File: src/xsrng_pkg.sv
package xsrng_pkg;

  localparam int unsigned WordW = 64;
  localparam int unsigned CntW  = $clog2(WordW);

  // splitmix64 constants
  localparam logic [WordW-1:0] SmGamma = 64'h9e3779b97f4a7c15;
  localparam logic [WordW-1:0] SmMul1  = 64'hbf58476d1ce4e5b9;
  localparam logic [WordW-1:0] SmMul2  = 64'h94d049bb133111eb;

  // request codes
  localparam logic [1:0] FuncSeed    = 2'd0;
  localparam logic [1:0] FuncRaw     = 2'd1;
  localparam logic [1:0] FuncBounded = 2'd2;
  localparam logic [1:0] FuncNop     = 2'd3;

  // configuration register indexes
  localparam logic [1:0] CfgDefaultSeed = 2'd0;
  localparam logic [1:0] CfgLowerBound  = 2'd1;
  localparam logic [1:0] CfgUpperBound  = 2'd2;

  typedef struct packed {
    logic [1:0]       func;
    logic [WordW-1:0] seed_value;
  } in_word_t;

  typedef struct packed {
    logic [WordW-1:0] value;
    logic             status;
  } out_word_t;

  typedef enum logic [2:0] {
    ST_IDLE,
    ST_MIX,
    ST_MUL1,
    ST_MUL2,
    ST_DRAW,
    ST_POST,
    ST_MOD,
    ST_FIN
  } state_e;

endpackage

File: src/xsrng_mul.sv
// Bit-serial multiplier, low word of the product. One multiplier bit per cycle.
module xsrng_mul (
  input  logic                         clk_i,
  input  logic                         rst_ni,
  input  logic                         start_i,
  input  logic [xsrng_pkg::WordW-1:0]  a_i,
  input  logic [xsrng_pkg::WordW-1:0]  b_i,
  output logic                         done_o,
  output logic [xsrng_pkg::WordW-1:0]  prod_o
);

  logic                        busy_q, busy_d;
  logic                        done_q, done_d;
  logic [xsrng_pkg::CntW-1:0]  cnt_q, cnt_d;
  logic [xsrng_pkg::WordW-1:0] a_q, a_d;
  logic [xsrng_pkg::WordW-1:0] b_q, b_d;
  logic [xsrng_pkg::WordW-1:0] acc_q, acc_d;

  always_comb begin
    busy_d = busy_q;
    done_d = 1'b0;
    cnt_d  = cnt_q;
    a_d    = a_q;
    b_d    = b_q;
    acc_d  = acc_q;
    if (start_i) begin
      busy_d = 1'b1;
      cnt_d  = '0;
      a_d    = a_i;
      b_d    = b_i;
      acc_d  = '0;
    end else if (busy_q) begin
      if (b_q[0]) begin
        acc_d = acc_q + a_q;
      end
      a_d   = a_q << 1;
      b_d   = b_q >> 1;
      cnt_d = cnt_q + 1'b1;
      if (cnt_q == xsrng_pkg::CntW'(xsrng_pkg::WordW - 1)) begin
        busy_d = 1'b0;
        done_d = 1'b1;
      end
    end
  end

  always_ff @(posedge clk_i or negedge rst_ni) begin
    if (!rst_ni) begin
      busy_q <= 1'b0;
      done_q <= 1'b0;
      cnt_q  <= '0;
    end else begin
      busy_q <= busy_d;
      done_q <= done_d;
      cnt_q  <= cnt_d;
    end
  end

  always_ff @(posedge clk_i) begin
    a_q   <= a_d;
    b_q   <= b_d;
    acc_q <= acc_d;
  end

  assign done_o = done_q;
  assign prod_o = acc_q;

endmodule

File: src/xsrng_mod.sv
// Restoring remainder, one dividend bit per cycle. Divisor must be nonzero.
module xsrng_mod (
  input  logic                         clk_i,
  input  logic                         rst_ni,
  input  logic                         start_i,
  input  logic [xsrng_pkg::WordW-1:0]  dividend_i,
  input  logic [xsrng_pkg::WordW-1:0]  divisor_i,
  output logic                         done_o,
  output logic [xsrng_pkg::WordW-1:0]  rem_o
);

  logic                        busy_q, busy_d;
  logic                        done_q, done_d;
  logic [xsrng_pkg::CntW-1:0]  cnt_q, cnt_d;
  logic [xsrng_pkg::WordW-1:0] dvd_q, dvd_d;
  logic [xsrng_pkg::WordW-1:0] dvs_q, dvs_d;
  logic [xsrng_pkg::WordW-1:0] rem_q, rem_d;
  logic [xsrng_pkg::WordW:0]   shifted;
  logic [xsrng_pkg::WordW:0]   diff;

  assign shifted = {rem_q, dvd_q[xsrng_pkg::WordW-1]};
  assign diff    = shifted - {1'b0, dvs_q};

  always_comb begin
    busy_d = busy_q;
    done_d = 1'b0;
    cnt_d  = cnt_q;
    dvd_d  = dvd_q;
    dvs_d  = dvs_q;
    rem_d  = rem_q;
    if (start_i) begin
      busy_d = 1'b1;
      cnt_d  = '0;
      dvd_d  = dividend_i;
      dvs_d  = divisor_i;
      rem_d  = '0;
    end else if (busy_q) begin
      // no borrow: shifted value reaches the divisor
      if (!diff[xsrng_pkg::WordW]) begin
        rem_d = diff[xsrng_pkg::WordW-1:0];
      end else begin
        rem_d = shifted[xsrng_pkg::WordW-1:0];
      end
      dvd_d = dvd_q << 1;
      cnt_d = cnt_q + 1'b1;
      if (cnt_q == xsrng_pkg::CntW'(xsrng_pkg::WordW - 1)) begin
        busy_d = 1'b0;
        done_d = 1'b1;
      end
    end
  end

  always_ff @(posedge clk_i or negedge rst_ni) begin
    if (!rst_ni) begin
      busy_q <= 1'b0;
      done_q <= 1'b0;
      cnt_q  <= '0;
    end else begin
      busy_q <= busy_d;
      done_q <= done_d;
      cnt_q  <= cnt_d;
    end
  end

  always_ff @(posedge clk_i) begin
    dvd_q <= dvd_d;
    dvs_q <= dvs_d;
    rem_q <= rem_d;
  end

  assign done_o = done_q;
  assign rem_o  = rem_q;

endmodule

File: src/xorshift128plus_bounded_rng_core.sv
// Channel   Direction  Handshake            Word
// in        input      in_valid / in_stall  func, seed_value
// out       output     out_valid/ out_stall value, status
// cfg       input      cfg_valid/ cfg_ready index (0 seed, 1 lower, 2 upper), data
//
// One request at a time. Raw draw: after accept, DRAW, POST and FIN lead to the registered result.
// Bounded draw: the result waits on the bit-serial remainder unit (64 steps).
// Seeding (reseed, or first draw) runs MIX, MUL1 and MUL2 twice, on the
// bit-serial multiplier that runs four 64-step products.
// Reset leaves the generator unseeded; cfg regs go to 0, 0, 1.
// The output register lets a new request start while a result waits on stall.
module xorshift128plus_bounded_rng_core (
  input  logic                         clk_i,
  input  logic                         rst_ni,
  input  logic                         in_valid_i,
  output logic                         in_stall_o,
  input  xsrng_pkg::in_word_t          in_data_i,
  output logic                         out_valid_o,
  input  logic                         out_stall_i,
  output xsrng_pkg::out_word_t         out_data_o,
  input  logic                         cfg_valid_i,
  output logic                         cfg_ready_o,
  input  logic [1:0]                   cfg_index_i,
  input  logic [xsrng_pkg::WordW-1:0]  cfg_data_i
);

  localparam int unsigned W = xsrng_pkg::WordW;

  xsrng_pkg::state_e    state_q, state_d;
  logic [1:0]           func_q, func_d;
  logic                 half_q, half_d;      // 0: filling word a, 1: word b
  logic                 seeded_q, seeded_d;
  logic [W-1:0]         acc_q, acc_d;        // splitmix64 counter
  logic [W-1:0]         word_a_q, word_a_d;
  logic [W-1:0]         word_b_q, word_b_d;
  xsrng_pkg::out_word_t res_q, res_d;
  xsrng_pkg::out_word_t out_data_q, out_data_d;
  logic                 out_valid_q, out_valid_d;

  // configuration registers
  logic [W-1:0]         dflt_seed_q;
  logic [W-1:0]         lower_q;
  logic [W-1:0]         upper_q;

  // serial units
  logic                 mul_start;
  logic [W-1:0]         mul_a;
  logic [W-1:0]         mul_b;
  logic                 mul_done;
  logic [W-1:0]         mul_prod;
  logic                 mod_start;
  logic [W-1:0]         mod_dvd;
  logic                 mod_done;
  logic [W-1:0]         mod_rem;

  logic                 in_fire;
  logic                 out_fire;
  logic                 bad_range;
  logic [W-1:0]         mix_sum;
  logic [W-1:0]         xs_x;
  logic [W-1:0]         mix_out;

  assign cfg_ready_o = 1'b1;
  assign in_stall_o  = (state_q != xsrng_pkg::ST_IDLE);
  assign in_fire     = in_valid_i && !in_stall_o;
  assign out_fire    = out_valid_q && !out_stall_i;
  assign bad_range   = ($signed(lower_q) >= $signed(upper_q));

  assign mix_sum = acc_q + xsrng_pkg::SmGamma;
  assign mix_out = mul_prod ^ (mul_prod >> 31);
  assign xs_x    = word_a_q ^ (word_a_q << 23);
  assign mod_dvd = word_b_q + word_a_q;   // raw draw after the state update

  always_comb begin
    state_d     = state_q;
    func_d      = func_q;
    half_d      = half_q;
    seeded_d    = seeded_q;
    acc_d       = acc_q;
    word_a_d    = word_a_q;
    word_b_d    = word_b_q;
    res_d       = res_q;
    out_data_d  = out_data_q;
    out_valid_d = out_valid_q;
    mul_start   = 1'b0;
    mul_a       = mix_sum ^ (mix_sum >> 30);
    mul_b       = xsrng_pkg::SmMul1;
    mod_start   = 1'b0;

    if (out_fire) begin
      out_valid_d = 1'b0;
    end

    case (state_q)
      xsrng_pkg::ST_IDLE: begin
        if (in_fire) begin
          func_d = in_data_i.func;
          half_d = 1'b0;
          res_d  = '0;
          case (in_data_i.func)
            xsrng_pkg::FuncSeed: begin
              acc_d   = in_data_i.seed_value;
              state_d = xsrng_pkg::ST_MIX;
            end
            xsrng_pkg::FuncRaw, xsrng_pkg::FuncBounded: begin
              if (in_data_i.func == xsrng_pkg::FuncBounded && bad_range) begin
                // rejected: no advance, no auto-seed
                res_d.status = 1'b1;
                state_d      = xsrng_pkg::ST_FIN;
              end else if (seeded_q) begin
                state_d = xsrng_pkg::ST_DRAW;
              end else begin
                acc_d   = dflt_seed_q;
                state_d = xsrng_pkg::ST_MIX;
              end
            end
            default: begin
              state_d = xsrng_pkg::ST_FIN;
            end
          endcase
        end
      end
      xsrng_pkg::ST_MIX: begin
        acc_d     = mix_sum;
        mul_start = 1'b1;
        state_d   = xsrng_pkg::ST_MUL1;
      end
      xsrng_pkg::ST_MUL1: begin
        if (mul_done) begin
          mul_start = 1'b1;
          mul_a     = mul_prod ^ (mul_prod >> 27);
          mul_b     = xsrng_pkg::SmMul2;
          state_d   = xsrng_pkg::ST_MUL2;
        end
      end
      xsrng_pkg::ST_MUL2: begin
        if (mul_done) begin
          if (!half_q) begin
            word_a_d = mix_out;
            half_d   = 1'b1;
            state_d  = xsrng_pkg::ST_MIX;
          end else begin
            word_b_d = mix_out;
            seeded_d = 1'b1;
            if (func_q == xsrng_pkg::FuncSeed) begin
              state_d = xsrng_pkg::ST_FIN;
            end else begin
              state_d = xsrng_pkg::ST_DRAW;
            end
          end
        end
      end
      xsrng_pkg::ST_DRAW: begin
        // xorshift128+ step: 23 / 17 / 26
        word_a_d = word_b_q;
        word_b_d = xs_x ^ word_b_q ^ (xs_x >> 17) ^ (word_b_q >> 26);
        state_d  = xsrng_pkg::ST_POST;
      end
      xsrng_pkg::ST_POST: begin
        if (func_q == xsrng_pkg::FuncRaw) begin
          res_d.value = mod_dvd;
          state_d     = xsrng_pkg::ST_FIN;
        end else begin
          mod_start = 1'b1;
          state_d   = xsrng_pkg::ST_MOD;
        end
      end
      xsrng_pkg::ST_MOD: begin
        if (mod_done) begin
          res_d.value = lower_q + mod_rem;
          state_d     = xsrng_pkg::ST_FIN;
        end
      end
      xsrng_pkg::ST_FIN: begin
        if (!out_valid_q || !out_stall_i) begin
          out_data_d  = res_q;
          out_valid_d = 1'b1;
          state_d     = xsrng_pkg::ST_IDLE;
        end
      end
      default: begin
        state_d = xsrng_pkg::ST_IDLE;
      end
    endcase
  end

  always_ff @(posedge clk_i or negedge rst_ni) begin
    if (!rst_ni) begin
      state_q     <= xsrng_pkg::ST_IDLE;
      func_q      <= xsrng_pkg::FuncNop;
      half_q      <= 1'b0;
      seeded_q    <= 1'b0;
      out_valid_q <= 1'b0;
      word_a_q    <= '0;
      word_b_q    <= '0;
    end else begin
      state_q     <= state_d;
      func_q      <= func_d;
      half_q      <= half_d;
      seeded_q    <= seeded_d;
      out_valid_q <= out_valid_d;
      word_a_q    <= word_a_d;
      word_b_q    <= word_b_d;
    end
  end

  always_ff @(posedge clk_i) begin
    acc_q      <= acc_d;
    res_q      <= res_d;
    out_data_q <= out_data_d;
  end

  always_ff @(posedge clk_i or negedge rst_ni) begin
    if (!rst_ni) begin
      dflt_seed_q <= '0;
      lower_q     <= '0;
      upper_q     <= W'(1);
    end else if (cfg_valid_i && cfg_ready_o) begin
      case (cfg_index_i)
        xsrng_pkg::CfgDefaultSeed: dflt_seed_q <= cfg_data_i;
        xsrng_pkg::CfgLowerBound:  lower_q     <= cfg_data_i;
        xsrng_pkg::CfgUpperBound:  upper_q     <= cfg_data_i;
        default: ;
      endcase
    end
  end

  xsrng_mul u_mul (
    .clk_i   (clk_i),
    .rst_ni  (rst_ni),
    .start_i (mul_start),
    .a_i     (mul_a),
    .b_i     (mul_b),
    .done_o  (mul_done),
    .prod_o  (mul_prod)
  );

  xsrng_mod u_mod (
    .clk_i      (clk_i),
    .rst_ni     (rst_ni),
    .start_i    (mod_start),
    .dividend_i (mod_dvd),
    .divisor_i  (upper_q - lower_q),
    .done_o     (mod_done),
    .rem_o      (mod_rem)
  );

  assign out_valid_o = out_valid_q;
  assign out_data_o  = out_data_q;

endmodule

File: config.mk
export PLATFORM = sky130hd
export DESIGN_NAME = xorshift128plus_bounded_rng_core
export DESIGN_NICKNAME = d
export VERILOG_FILES = /design/src/xsrng_pkg.sv /design/src/xsrng_mul.sv /design/src/xsrng_mod.sv /design/src/xorshift128plus_bounded_rng_core.sv
export SDC_FILE = /design/constraint.sdc
export NUM_CORES = 2
export LEC_CHECK = 0
export ABC_AREA = 1
export BUFFER_PORTS_ARGS = -buffer_cell sky130_fd_sc_hd__buf_2
export CELL_PAD_IN_SITES_DETAIL_PLACEMENT = 1
export CELL_PAD_IN_SITES_GLOBAL_PLACEMENT = 1
export CORE_UTILIZATION = 51
export CTS_CLUSTER_SIZE = 24
export DETAILED_ROUTE_END_ITERATION = 7
export PLACE_DENSITY_LB_ADDON = 0.1
export SLEW_MARGIN = 10
export SYNTH_ARGS = -nofsm -noshare
export SYNTH_HDL_FRONTEND = slang
export SYNTH_SLANG_ARGS = --single-unit
File: constraint.sdc
create_clock -name clk_i -period 12.58 [get_ports clk_i]
set_input_delay 2.516 -clock clk_i [delete_from_list [all_inputs] [get_ports clk_i]]
set_output_delay 2.516 -clock clk_i [all_outputs]
set_load 0.01 [all_outputs]
After elaboration in Yosys (flattened, before gate mapping)
Index checks and enable logic that the tools add are counted.
{"block": "classes", "n_addsub": 8, "magnitude_cmp": 1, "eq_ne": 25, "mux": 66, "n_bitwise": 7, "n_reduce_logical": 32}
{"operator": "$mux W64", "count": 18}
{"operator": "$pmux W64 S2", "count": 4}
{"operator": "$add A64 B64 Y64", "count": 3}
{"operator": "$pmux W64 S3", "count": 1}
{"operator": "$xor A64 B64 Y64", "count": 2}
{"operator": "$mux W62", "count": 2}
{"operator": "$mux W65", "count": 1}
{"operator": "$sub A65 B64 Y65", "count": 1}
{"operator": "$add A64 B64 Y64 const B", "count": 1}
{"operator": "$ge A64 B64 Y1", "count": 1}
{"operator": "$sub A64 B64 Y64", "count": 1}
{"operator": "$xor A64 B33 Y64", "count": 1}
{"operator": "$xor A64 B34 Y64", "count": 1}
{"operator": "$xor A64 B37 Y64", "count": 1}
{"operator": "$xor A64 B38 Y64", "count": 1}
{"operator": "$xor A64 B47 Y64", "count": 1}
{"operator": "$mux W3", "count": 8}
{"operator": "$mux W6", "count": 4}
{"operator": "$pmux W3 S8", "count": 1}
{"operator": "$mux W1", "count": 23}
{"operator": "$add A6 B1 Y6 const B", "count": 2}
{"operator": "$eq A3 B3 Y1 const B", "count": 4}
{"operator": "$eq A6 B6 Y1 const B", "count": 2}
{"operator": "$reduce_and A2 Y1", "count": 6}
{"operator": "other kinds (22)", "count": 49}
{"block": "totals", "regBits": 922, "output_inout_bits": 68, "wordCells": 166}

Longest topological paths before layout
{"block": "depth", "word_depth": 6, "ltp_mapped": 19, "ltp_nobuf": 18}

Cells and area by module
A second synthesis with hierarchy kept.
{"block": "hier_totals", "cells_unflattened": 10437, "area_unflattened_um2": 70455.1}
{"module": "xorshift128plus_bounded_rng_core", "instances": 1, "cells_each": 5959, "area_each_um2": 41912.7, "seq_area_each_um2": 14037.2}
{"module": "xsrng_mod", "instances": 1, "cells_each": 2298, "area_each_um2": 14471.4, "seq_area_each_um2": 5325.1}
{"module": "xsrng_mul", "instances": 1, "cells_each": 2180, "area_each_um2": 14071.0, "seq_area_each_um2": 5325.1}

Worst setup path before layout
OpenSTA, ideal clock, no wires.
{"block": "synth_path", "path_kind": "in2reg", "startpoint": "input in_data_i[64] (netlist bit)", "endpoint": "register acc_q[0], enable pin", "setup_time_ps": 574, "t_arrival_ps": 7839, "setup_slack_ps": 4167, "stages": 7, "n_path_buf": 2, "path_cell_list": "inv_1 > ha_1 > clkbuf_1 > clkbuf_1 > nand2_1 > nand3_1 > o21ai_0"}
{"block": "synth_between", "elab_chain_cells": 4, "word_cells_on_any_way": 9, "cone_classes": "eq/ne (5); reduce/logical (4)"}
{"element": "start, declared", "line_no": "xorshift128plus_bounded_rng_core.sv:17", "source": "input xsrng_pkg::in_word_t in_data_i,"}
{"element": "$eq A2 B2 Y1 or $eq A2 B1 Y1 (tied branches)", "line_no": "xorshift128plus_bounded_rng_core.sv:100, xorshift128plus_bounded_rng_core.sv:106"}
{"element": "$reduce_or A2 Y1 or $logic_and A1 B1 Y1 (tied branches)", "line_no": "xorshift128plus_bounded_rng_core.sv:100, xorshift128plus_bounded_rng_core.sv:106"}
{"element": "$ne A3 B1 Y1 (no source line) or $ne A3 B3 Y1 (tied branches)"}
{"element": "$reduce_and A5 Y1 (no source line) *"}
{"element": "end signal, assigned", "line_no": "xorshift128plus_bounded_rng_core.sv:208", "source": "acc_q <= acc_d;"}
{"element": "end, declared", "line_no": "xorshift128plus_bounded_rng_core.sv:33", "source": "logic [W-1:0] acc_q, acc_d;"}
Mark *: on every way between the ends. The rest lies on a longest branch, timed or not.
A chain may end at the register's enable or synchronous reset.

Worst setup path in the final report
{"block": "layout_path", "startpoint": "register lower_q[45]", "endpoint": "register acc_q[19], enable pin"}
{"block": "layout_between", "elab_chain_cells": 4}
{"element": "start, declared", "line_no": "xorshift128plus_bounded_rng_core.sv:42", "source": "logic [W-1:0] lower_q;"}
{"element": "start signal, assigned", "line_no": "xorshift128plus_bounded_rng_core.sv:221", "source": "xsrng_pkg::CfgLowerBound: lower_q <= cfg_data_i;"}
{"element": "$ge A64 B64 Y1", "line_no": "xorshift128plus_bounded_rng_core.sv:67", "source": "assign bad_range = ($signed(lower_q) >= $signed(upper_q));"}
{"element": "$logic_and A1 B1 Y1", "line_no": "xorshift128plus_bounded_rng_core.sv:106", "source": "if (in_data_i.func == xsrng_pkg::FuncBounded && bad_range) begin"}
{"element": "$ne A3 B3 Y1 (no source line)"}
{"element": "$reduce_and A5 Y1 (no source line)"}
Every way passes these cells.

==> metrics.md <==
| Metric | Value |
|---|---|
| Post-synth cell types | `67` |
| Worst Reg-to-Reg Cells | `16` |
| First-pass GRT wire length | `480.0 mm` |
| Setup TNS | `0 ps` |
| Final period utilization | `roughly two fifths` |
| Count of input and output buffers | `203` |
| Endpoints failing setup | `0` |
| Req. time, crit path | `12980 ps` |
| Avg WL per Cell | `29.44 um` |
| Number of flops mapped to enable cells by yosys | `450` |
| H-tree depth | `3` |
| Post-synth ARST share | `37.31%` |
| Core area | `around 0.13 mm^2` |
| Largest family of logic cells by synthesized area | `simple AND/OR/NAND/NOR gates` |
| DP Wirelength | `251.4 mm` |
| Largest net degree at the start of global routing | `~160` |
| Antenna violations before repair | `22` |
| Setup CP Type | `reg -> reg` |
| Hold crit path type | `reg -> reg` |
| Setup crit end kind | `flip-flop` |
| Root buffer cell | `clkbuf_16` |
| Hold path cells | `0` |
| Core Util, Final | `56.57%` |
| CTS hold repair buffers | `0` |
| Initial Util | `51.66%` |
| Most common flop cell mapped by yosys | `edfxtp_1` |
| Mux share of post-synthesis cell area | `0%` |
| Synthesized flop and latch total | `922` |
| Ports | `205` |
| Share of cells above drive strength 1 | `5.943%` |
| R2r setup slk | `between 7000 and 8000 ps` |
| Post-Synth Simple-Gate Area | `25.60%` |
| Total global routing track utilization | `roughly half` |
| Crit-path max FO | `35` |
| Worst relative slew slack | `between 10% and 20%` |
| Status | `finished, final reports clean` |
| Synth Area in Compound Gates | `16.04%` |
| Final instance area | `0.07260 mm^2` |
| Layout area overhead | `9.497%` |
| Detail Route Antenna Nets | `0` |
| Die Footprint | `roughly 0.13 mm^2` |
| Max Root-Sink Buffers | `3` |
| DR iter-0 viols | `between 9k and 10k` |
| Post-CTS sizing | `0` |
| P_leak | `0.03298 uW` |
| Power Density | `approximately 110 mW/mm^2` |
| # Max-Cap Violations | `0` |
| Post-Route WL | `331.0 mm` |
| Achievable Freq | `203.4 MHz` |
| RD Place Congestion | `1.082` |
| Total power | `8290 uW` |
| Crit path launch type | `flip-flop` |
| Mapped Nets | `between 9k and 10k` |
| RSZ-0062 raised after global routing | `no` |
| Seq/Total Area, Yosys | `37.23%` |
| Grt ovf | `0` |
| Synth Warn # | `0` |
| Num CTS Buffers | `103` |
| Synth Instances | `9298` |
| Min Tclk post-route | `4918 ps` |
| Mapped Area | `0.06630 mm^2` |
| Least-Margin Pin Slew | `approximately 1200 ps` |
| CTS sink cnt | `922` |
| CTS tree | `done` |
| Vias per cell | `6.422` |
| FILL cells | `16.60k` |
| Post-Route Skew | `66.97 ps` |
| Final cell count without fillers | `11.24k` |
| Die width | `362.6 um` |
| Placement Cell Area | `roughly 0.069 mm^2` |
| Hold Violations, Final | `0` |
| Worst vdd ir | `0.0001254 V` |
| Post-CTS Setup Bufs | `0` |
| Synth Area in XOR/XNOR | `approximately 5%` |
| Most frequent CP cell | `nand2_1` |
| Worst path arrival time | `between 5000 and 6000 ps` |
| Final net count | `around 9.9k` |
| Synth Area per Inst | `7.131 um^2` |
| Slowest cell on the critical path | `buf_4` |
| Worst skew pair latency | `790 ps` |
| Placed cell count | `~11k` |
| Crit-path max cell delay | `570 ps` |
| First drt pass iteration count | `6` |
| DRC viols | `0` |
| Max-slew violation count | `0` |
| DR vias | `72.19k` |
| Row cnt | `131` |
| Die H | `362.6 um` |
| Clock-pin slew on the worst setup and hold paths | `60 ps` |
| Via count of the first global-routing pass | `around 74k` |
| Worst path cell trace | `inv_1 > ha_1 > nand2_1 > nor2_1 > inv_1 > nor2_1 > nand2_1 > nor3_1 > nand2_1 > nand3_1 > nand3_1 > nand2_1 > nand3_1 > o21ai_4 > buf_4 > buf_4` |
| Synth Area in Adders | `7.435%` |
[synth_stat cells (all sizes together) (5+ instances only)]
library cell / n / area (um^2)
a211oi: 7 / 52.55
a21boi: 26 / 195.2
a21o: 58 / 435.4
a21oi: 645 / 3236
a221oi: 12 / 105.1
a31oi: 178 / 1114
buf: 55 / 299.0
clkbuf: 176 / 663.1
dfrtp: 341 / 8533
dfxtp: 128 / 2562
edfxtp: 450 / 13510
fa: 5 / 100.1
ha: 386 / 4830
inv: 1273 / 4778
nand2: 2378 / 8946
nand3: 445 / 2300
nand3b: 24 / 180.2
nand4: 55 / 344.1
nor2: 1070 / 4049
nor3: 85 / 435.4
nor4: 28 / 175.2
o2111ai: 5 / 43.79
o211ai: 53 / 397.9
o21a: 32 / 240.2
o21ai: 820 / 4134
o21bai: 61 / 457.9
o22ai: 14 / 87.58
or2: 78 / 488.0
xnor2: 177 / 1550
xor2: 201 / 1768
[critical path: cells and delay by family, from the launching register on]
| family | cells | cell delay [ps] |
|---|---|---|
| flops | 1 | 550 |
| compound gates | 1 | 150 |
| fa+ha+maj | 1 | 410 |
| buf+inv | 4 | 1250 |
| simple gates | 10 | 2120 |
[path summary, 6_finish.rpt]
path	to	from
min in group asynchronous	u_mul.cnt_q[0]	rst_ni
worst max register to register	acc_q[19]	lower_q[45]
worst max-delay path	acc_q[19]	lower_q[45]
worst min-delay path	out_data_o[42]	res_q[42]
max in group asynchronous	lower_q[39]	rst_ni
worst min register to register	out_data_o[42]	res_q[42]
[placed cells by master, fill, tap and decap left out, types with 18 or more instances in the layout]
cell type,netlist,routed
clkbuf_16,0,108
xor2_1,200,200
o21a_1,32,32
nand3_1,432,431
nor2_1,1061,1055
xnor2_1,177,177
or2_2,74,74
a21boi_0,21,21
nand3b_1,24,24
a21o_1,58,58
inv_1,1256,1253
clkbuf_1,174,18
o21ai_0,791,790
inv_2,17,19
a21oi_1,643,642
buf_4,6,41
buf_2,22,202
dfxtp_1,128,128
ha_1,386,385
a31oi_1,178,178
nand2_1,2372,2366
o211ai_1,53,53
nor4_1,28,28
o21ai_1,23,23
o21bai_1,61,61
nand4_1,55,55
edfxtp_1,450,450
dfrtp_1,341,341
nor3_1,83,83
[where the power goes]
group	leakage, uW	internal, uW	switching (uW)
logic	0.0222	431	1110
clock network	0.00172	1820	1490
registers	0.00904	3290	154
total	0.0330	5540	2750
[cell families (layout without fill, tap and decap cells)]
group | Yosys count | count (layout)
compound gates | 1927 | 1927
xor+xnor | 378 | 378
fa+ha+maj | 391 | 391
buf+inv | 1507 | 1716
flops | 922 | 922
other cells | 1 | 7
simple gates | 4172 | 4172
[area by class of cell]
class / instances / area [um^2] / area share [%]
Clock buffer: 137 / 2922 / 4.024
Tap cell: 1729 / 2163 / 2.980
Inverter: 1276 / 4796 / 6.606
Sequential cell: 922 / 24690 / 34.00
Multi-Input combinational cell: 6869 / 36000 / 49.59
Antenna cell: 6 / 15.01 / 0.02068
Timing Repair Buffer: 245 / 1354 / 1.865
Clock inverter: 58 / 660.6 / 0.9099
[layer usage]
metal / track usage (%) / wire, um / vias to the layer above
li1: - / - / 30720
met1: 58.46 / 120400 / 34960
met2: 74.73 / 140200 / 4920
met3: 14.77 / 38250 / 1565
met4: 38.28 / 31990 / 32
met5: 0 / 204 / -
[stage by stage]
step,setup WS (ps),hold slack (ps)
2_1_floorplan,4167,400.3
3_3_place_gp,7587,400.3
3_5_place_dp,7521,405.1
4_1_cts,7855,421.4
5_1_grt,7479,426.5
6_report,7662,421.1
(Power assumes the default switching activity.)
